### config.mk
export PLATFORM = sky130hd
export DESIGN_NAME = pir_adaptive_window_motion_detector
export DESIGN_NICKNAME = d
export VERILOG_FILES = /design/src/rtl/pawmd_pkg.sv /design/src/rtl/pir_adaptive_window_motion_detector.sv
export SDC_FILE = /design/constraint.sdc
export NUM_CORES = 1
export LEC_CHECK = 0
export ABC_CLOCK_PERIOD_IN_PS = 18150
export BUFFER_PORTS_ARGS = -buffer_cell sky130_fd_sc_hd__buf_4
export CAP_MARGIN = 5
export CELL_PAD_IN_SITES_DETAIL_PLACEMENT = 1
export CELL_PAD_IN_SITES_GLOBAL_PLACEMENT = 1
export CORE_MARGIN = 4
export CORE_UTILIZATION = 52
export CTS_CLUSTER_SIZE = 25
export DETAILED_ROUTE_END_ITERATION = 8
export GPL_TIMING_DRIVEN = 0
export PLACE_DENSITY_LB_ADDON = 0.08
export SLEW_MARGIN = 30
export SYNTH_ARGS = -nofsm -noshare
export SYNTH_HDL_FRONTEND = slang
export SYNTH_SLANG_ARGS = --single-unit
export TNS_END_PERCENT = 100
### constraint.sdc
create_clock -name clk -period 18.15 [get_ports clk]
set_input_delay 2.7225 -clock clk [delete_from_list [all_inputs] [get_ports clk]]
set_output_delay 2.7225 -clock clk [all_outputs]
set_load 0.03 [all_outputs]
### src/rtl/pawmd_pkg.sv
// Shared types and constants for the PIR adaptive-window motion detector.
package pawmd_pkg;

    // Field and register widths
    localparam int SAMPLE_W   = 17;
    localparam int BASELINE_W = 18;
    localparam int CFG_W      = 16;
    localparam int CFG_IDX_W  = 2;
    // Working width for threshold math: baseline +/- half never leaves 19 bits
    localparam int CALC_W     = BASELINE_W + 1;

    // Low-pass filter shift (divide by 32)
    localparam int LPF_SHIFT = 5;

    // Threshold saturation limits
    localparam logic signed [CALC_W-1:0] SIGNED_MAX   = CALC_W'(32767);
    localparam logic signed [CALC_W-1:0] SIGNED_MIN   = -CALC_W'(32768);
    localparam logic signed [CALC_W-1:0] UNSIGNED_MAX = CALC_W'(65535);
    localparam logic signed [CALC_W-1:0] UNSIGNED_MIN = '0;

    // Configuration register indexes
    typedef enum logic [CFG_IDX_W-1:0] {
        REG_WINDOW_SIZE  = 2'd0,
        REG_HOLD_SAMPLES = 2'd1,
        REG_SINGLE_ENDED = 2'd2
    } cfg_index_t;

endpackage

### src/rtl/pir_adaptive_window_motion_detector.sv
// A word accepted into the input register moves to the result register once the
// result slot is free or taken. One word per cycle unless the result stalls; the
// threshold compare, baseline update and lockout count all fit in the single
// stage between input and result registers.
// A stalled result holds in the output register while one more word waits
// in the input register.
// Reset (rst_n low, asynchronous): baseline, lockout count, config registers
// and both valid flags clear to zero.
module pir_adaptive_window_motion_detector (
    input  logic                                  clk,
    input  logic                                  rst_n,
    // configuration write port
    input  logic                                  cfg_wr_en,
    input  logic [pawmd_pkg::CFG_IDX_W-1:0]       cfg_index,
    input  logic [pawmd_pkg::CFG_W-1:0]           cfg_data,
    // sample channel
    input  logic                                  in_valid,
    output logic                                  in_ready,
    input  logic signed [pawmd_pkg::SAMPLE_W-1:0] sample,
    // result channel
    output logic                                  out_valid,
    input  logic                                  out_ready,
    output logic                                  motion_active,
    output logic                                  motion_started,
    output logic                                  motion_ended,
    output logic signed [pawmd_pkg::BASELINE_W-1:0] baseline_out
);

    localparam int CW = pawmd_pkg::CALC_W;

    // Configuration registers
    logic [pawmd_pkg::CFG_W-1:0] window_size_reg;
    logic [pawmd_pkg::CFG_W-1:0] hold_samples_reg;
    logic                        single_ended_reg;

    // Input stage
    logic                                  s1_valid_reg;
    logic signed [pawmd_pkg::SAMPLE_W-1:0] s1_sample_reg;

    // Detector state
    logic signed [pawmd_pkg::BASELINE_W-1:0] baseline_reg, baseline_next;
    logic [pawmd_pkg::CFG_W-1:0]             lockout_reg, lockout_next;

    // Result register
    logic                                    out_valid_reg;
    logic                                    active_reg, started_reg, ended_reg;
    logic signed [pawmd_pkg::BASELINE_W-1:0] baseline_out_reg;

    logic advance;
    logic signed [CW-1:0] half, samp_ext, base_ext;
    logic signed [CW-1:0] hi_lim, lo_lim, sum_hi, sum_lo, upper, lower;
    logic signed [CW-1:0] lpf, nb;
    logic above, below, motion, ended;
    logic [pawmd_pkg::CFG_W-1:0] lockout_dec;

    // Handshake: input stage moves forward when the result slot is free or taken
    assign advance  = s1_valid_reg && (!out_valid_reg || out_ready);
    assign in_ready = !s1_valid_reg || advance;

    // Configuration writes; unknown indexes are ignored
    always_ff @(posedge clk or negedge rst_n)
    begin
        if (!rst_n)
        begin
            window_size_reg  <= '0;
            hold_samples_reg <= '0;
            single_ended_reg <= 1'b0;
        end
        else if (cfg_wr_en)
        begin
            case (cfg_index)
                pawmd_pkg::REG_WINDOW_SIZE:  window_size_reg  <= cfg_data;
                pawmd_pkg::REG_HOLD_SAMPLES: hold_samples_reg <= cfg_data;
                pawmd_pkg::REG_SINGLE_ENDED: single_ended_reg <= cfg_data[0];
                default: ;
            endcase
        end
    end

    // Window thresholds, clamped to the sample range of the current mode
    always_comb
    begin
        half     = CW'({1'b0, window_size_reg[pawmd_pkg::CFG_W-1:1]});
        samp_ext = CW'(s1_sample_reg);
        base_ext = CW'(baseline_reg);
        hi_lim   = single_ended_reg ? pawmd_pkg::UNSIGNED_MAX : pawmd_pkg::SIGNED_MAX;
        lo_lim   = single_ended_reg ? pawmd_pkg::UNSIGNED_MIN : pawmd_pkg::SIGNED_MIN;
        sum_hi   = base_ext + half;
        sum_lo   = base_ext - half;

        if (sum_hi < lo_lim)
            upper = lo_lim;
        else if (sum_hi > hi_lim)
            upper = hi_lim;
        else
            upper = sum_hi;

        if (sum_lo < lo_lim)
            lower = lo_lim;
        else if (sum_lo > hi_lim)
            lower = hi_lim;
        else
            lower = sum_lo;
    end

    // Baseline update: jump on a window break, low-pass otherwise
    always_comb
    begin
        above = samp_ext > upper;
        below = samp_ext < lower;
        motion = above || below;
        // floor(s/32) + baseline - floor(baseline/32)
        lpf = (samp_ext >>> pawmd_pkg::LPF_SHIFT)
            + (base_ext - (base_ext >>> pawmd_pkg::LPF_SHIFT));
        if (above)
            nb = samp_ext - half;
        else if (below)
            nb = samp_ext + half;
        else
            nb = lpf;
        baseline_next = nb[pawmd_pkg::BASELINE_W-1:0];
    end

    // Lockout counter: count down, reload on motion
    always_comb
    begin
        lockout_dec  = (lockout_reg != '0) ? lockout_reg - 1'b1 : '0;
        ended        = (lockout_reg == pawmd_pkg::CFG_W'(1));
        lockout_next = motion ? hold_samples_reg : lockout_dec;
    end

    // Input stage register
    always_ff @(posedge clk or negedge rst_n)
    begin
        if (!rst_n)
            s1_valid_reg <= 1'b0;
        else if (in_ready)
            s1_valid_reg <= in_valid;
    end

    always_ff @(posedge clk)
    begin
        if (in_valid && in_ready)
            s1_sample_reg <= sample;
    end

    // Detector state and result valid
    always_ff @(posedge clk or negedge rst_n)
    begin
        if (!rst_n)
        begin
            baseline_reg  <= '0;
            lockout_reg   <= '0;
            out_valid_reg <= 1'b0;
        end
        else
        begin
            if (advance)
            begin
                baseline_reg <= baseline_next;
                lockout_reg  <= lockout_next;
            end
            if (advance)
                out_valid_reg <= 1'b1;
            else if (out_ready)
                out_valid_reg <= 1'b0;
        end
    end

    // Result payload
    always_ff @(posedge clk)
    begin
        if (advance)
        begin
            active_reg       <= (lockout_next != '0);
            started_reg      <= motion;
            ended_reg        <= ended;
            baseline_out_reg <= baseline_next;
        end
    end

    assign out_valid      = out_valid_reg;
    assign motion_active  = active_reg;
    assign motion_started = started_reg;
    assign motion_ended   = ended_reg;
    assign baseline_out   = baseline_out_reg;

endmodule

==> impl_metrics.tcl <==
set metrics [dict create \
    cts_setup_buffers 0 \
    crit_path_end_kind "register" \
    outcome "complete, no violations" \
    hold_path_class "register to register" \
    grt_overflow 0 \
    clock_latency_ps 370 \
    cts_inserted_buffers 9 \
    synth_simple_gate_area_share 0.1591 \
    skew_ps 12.30 \
    htree_levels 3 \
    worst_pin_slew_ps 935.4 \
    drive_above_1_share 0.1281 \
    criticalPathCategory "register to register" \
    synth_compound_area_frac 0.2277 \
    drt-initial-drc-count 665 \
    row_count 51 \
    holdPathStages 1 \
    grt_pass1_wl_um 57900 \
    initial_core_util 0.5372 \
    wire_per_inst_um 23.60 \
    mostFrequentLayoutCells "inv_1 (130), ha_1 (128), o21ai_0 (100)" \
    mostFrequentLayoutCell "inv_1" \
    crit_arrival_ps 9320 \
    setup_viol 0 \
    detailedRoute.firstPassIterationCount 5 \
    yosysTopAreaCellShare 0.1606 \
    grt_antenna_before_repair 0 \
    max_stage_delay_ps 540 \
    synth_xor_area_frac 0.04878 \
    synthMuxAreaShare 0.03922 \
    ys_async_sr_fraction 0.6415 \
    slew_viol_final 0 \
    slew-limit-headroom 0.3683 \
    cts_root_buffer "clkbuf_16" \
    place.gp.congestion 0.9370 \
    wl_um 37030 \
    drv_cap 0 \
    max_freq_ghz 0.1104 \
    rsz0062_at_grt "false" \
    crit_fanout 10 \
    post_cts_resized 0 \
    final_nets 1488 \
    dieArea_mm2 0.02272 \
    grt_pass1_vias 10390 \
    yosysSeqAreaShare 0.2684 \
    postSynthAreaPerCell_um2 8.654 \
    grt_max_degree 69 \
    via_per_inst 6.274 \
    synth_area_mm2 0.01059 \
    startpoint_type "register" \
    fin_crit_ps 9060 \
    track_usage 0.3332 \
    cp.required_ps 18410 \
    synth_top_family_by_area "compound AO/OA/AOI/OAI gates" \
    die_y_um 150.7 \
    synth_top_area_cell "dfrtp_1" \
    fin_tns_setup_ps 0 \
    r2r_cells 34 \
    coreArea_mm2 0.01972 \
    synth_ff_type "dfrtp_1" \
    cts_buffer_depth 2 \
    period_share 0.4992 \
    synth_edf_count 38 \
    drc_errors 0 \
    synth.ff_latch_count 106 \
    cts.sinks 106 \
    yosys.area_share.adder 0.1909 \
    synthesis.nets 1413 \
    vias 9844 \
    cts_tree "yes" \
    synth.area.top_cells "dfrtp_1 (16%), ha_1 (15%), edfxtp_1 (11%)" \
    port_buffers 62 \
    antenna_left 0 \
    synth.lib_cells_used.distinct 88 \
    area.growth.synth_to_final_pct 10.97 \
    cts_hold_buf 0 \
    pin_count 63 \
    syn-instance-count 1224 \
    n_antenna_cell 0 \
    die_w_um 150.7 \
    slowest_stage "a221oi_1" \
    hold_violations 0 \
    yosysWarnings 0 \
    path_clk_slew_ps 90 \
    dp_hpwl_um 29860 \
]
## layout make-up
class,count,area (um2)
plain buffers,39,197.7
clock buffers,9,225.2
clock inverters,7,78.83
fillers,2385,7963
inverters,133,501.7
multi-input cells,946,7069
flip-flops and latches,106,2843
well taps,265,331.6
repair buffers,64,508.0
## Yosys cell counts (all sizes together), types with 8 or more instances
| master | n |
|---|---|
| clkbuf | 23 |
| nand3 | 20 |
| nor2 | 95 |
| o21a | 13 |
| a211oi | 18 |
| a21o | 18 |
| fa | 21 |
| o21bai | 15 |
| o31ai | 8 |
| dfrtp | 68 |
| xor2 | 14 |
| xnor2 | 45 |
| o41ai | 9 |
| mux2 | 33 |
| o211ai | 9 |
| nor4 | 17 |
| nand4 | 12 |
| a31oi | 13 |
| inv | 131 |
| nand2 | 80 |
| edfxtp | 38 |
| nor2b | 17 |
| a21oi | 75 |
| buf | 16 |
| o21ai | 105 |
| nand2b | 19 |
| ha | 128 |
| nor3 | 41 |
## per-stage QoR
step / hold slack, ps / utilization / worst slack, ps / cells / area, um2
5_1_grt: 546.0 / 0.5962 / 8505 / 1569 / 11760
4_1_cts: 512.9 / 0.5951 / 9131 / 1569 / 11730
3_5_place_dp: 488.9 / 0.5797 / 9168 / 1553 / 11430
6_report: 521.8 / 0.5962 / 9090 / 1569 / 11760
2_1_floorplan: 457.2 / - / 11740 / 1224 / 10590
3_3_place_gp: 487.5 / 0.5776 / 9337 / 1551 / 11390
## path summary, 6_finish.rpt
kind                       slack (ps)                      startpoint                               to
min in group asynchronous        2360                           rst_n            out_valid$_DFFE_PN0P_
max in group asynchronous       15310                           rst_n  window_size_reg[14]$_DFFE_PN0P_
min reg2reg                       520        s1_valid_reg$_DFFE_PN0N_            out_valid$_DFFE_PN0P_
max reg2reg                      9090  window_size_reg[2]$_DFFE_PN0P_     baseline_reg[13]$_DFFE_PN0P_
min                               520        s1_valid_reg$_DFFE_PN0N_            out_valid$_DFFE_PN0P_
max                              9090  window_size_reg[2]$_DFFE_PN0P_     baseline_reg[13]$_DFFE_PN0P_
## logic make-up (layout without fill, tap and decap cells)
logic type | count (synthesis) | after routing
adders and majority gates | 149 | 149
xor gates and xnor gates | 59 | 59
DFF | 106 | 106
AOI/OAI and AO/OA | 360 | 360
and+or+nand+nor | 341 | 341
muxes | 37 | 37
buffers and inverters | 172 | 252
## critical path: cells and delay by family, from the launching register on
kind / cells / cell delay [ps]
adder cells (fa/ha/maj): 3 / 1010
AO/OA/AOI/OAI: 15 / 3540
multiplexers: 1 / 310
AND/OR/NAND/NOR: 10 / 2160
XOR/XNOR: 1 / 170
buffers and inverters: 4 / 1280
flip-flops: 1 / 490
## metal layers
layer | wire length [um] | global-route usage | up-vias
met1 | 16150 | 0.4500 | 4901
met4 | 1188 | 0.1133 | 0
li1 | - | - | 4559
met3 | 2443 | 0.06171 | 68
met2 | 17250 | 0.5387 | 316
met5 | 0 | 0 | -
Power is left out: the tool's default activity adds up to more than one toggle a clock period on the data nets, which glitch-free logic cannot reach.
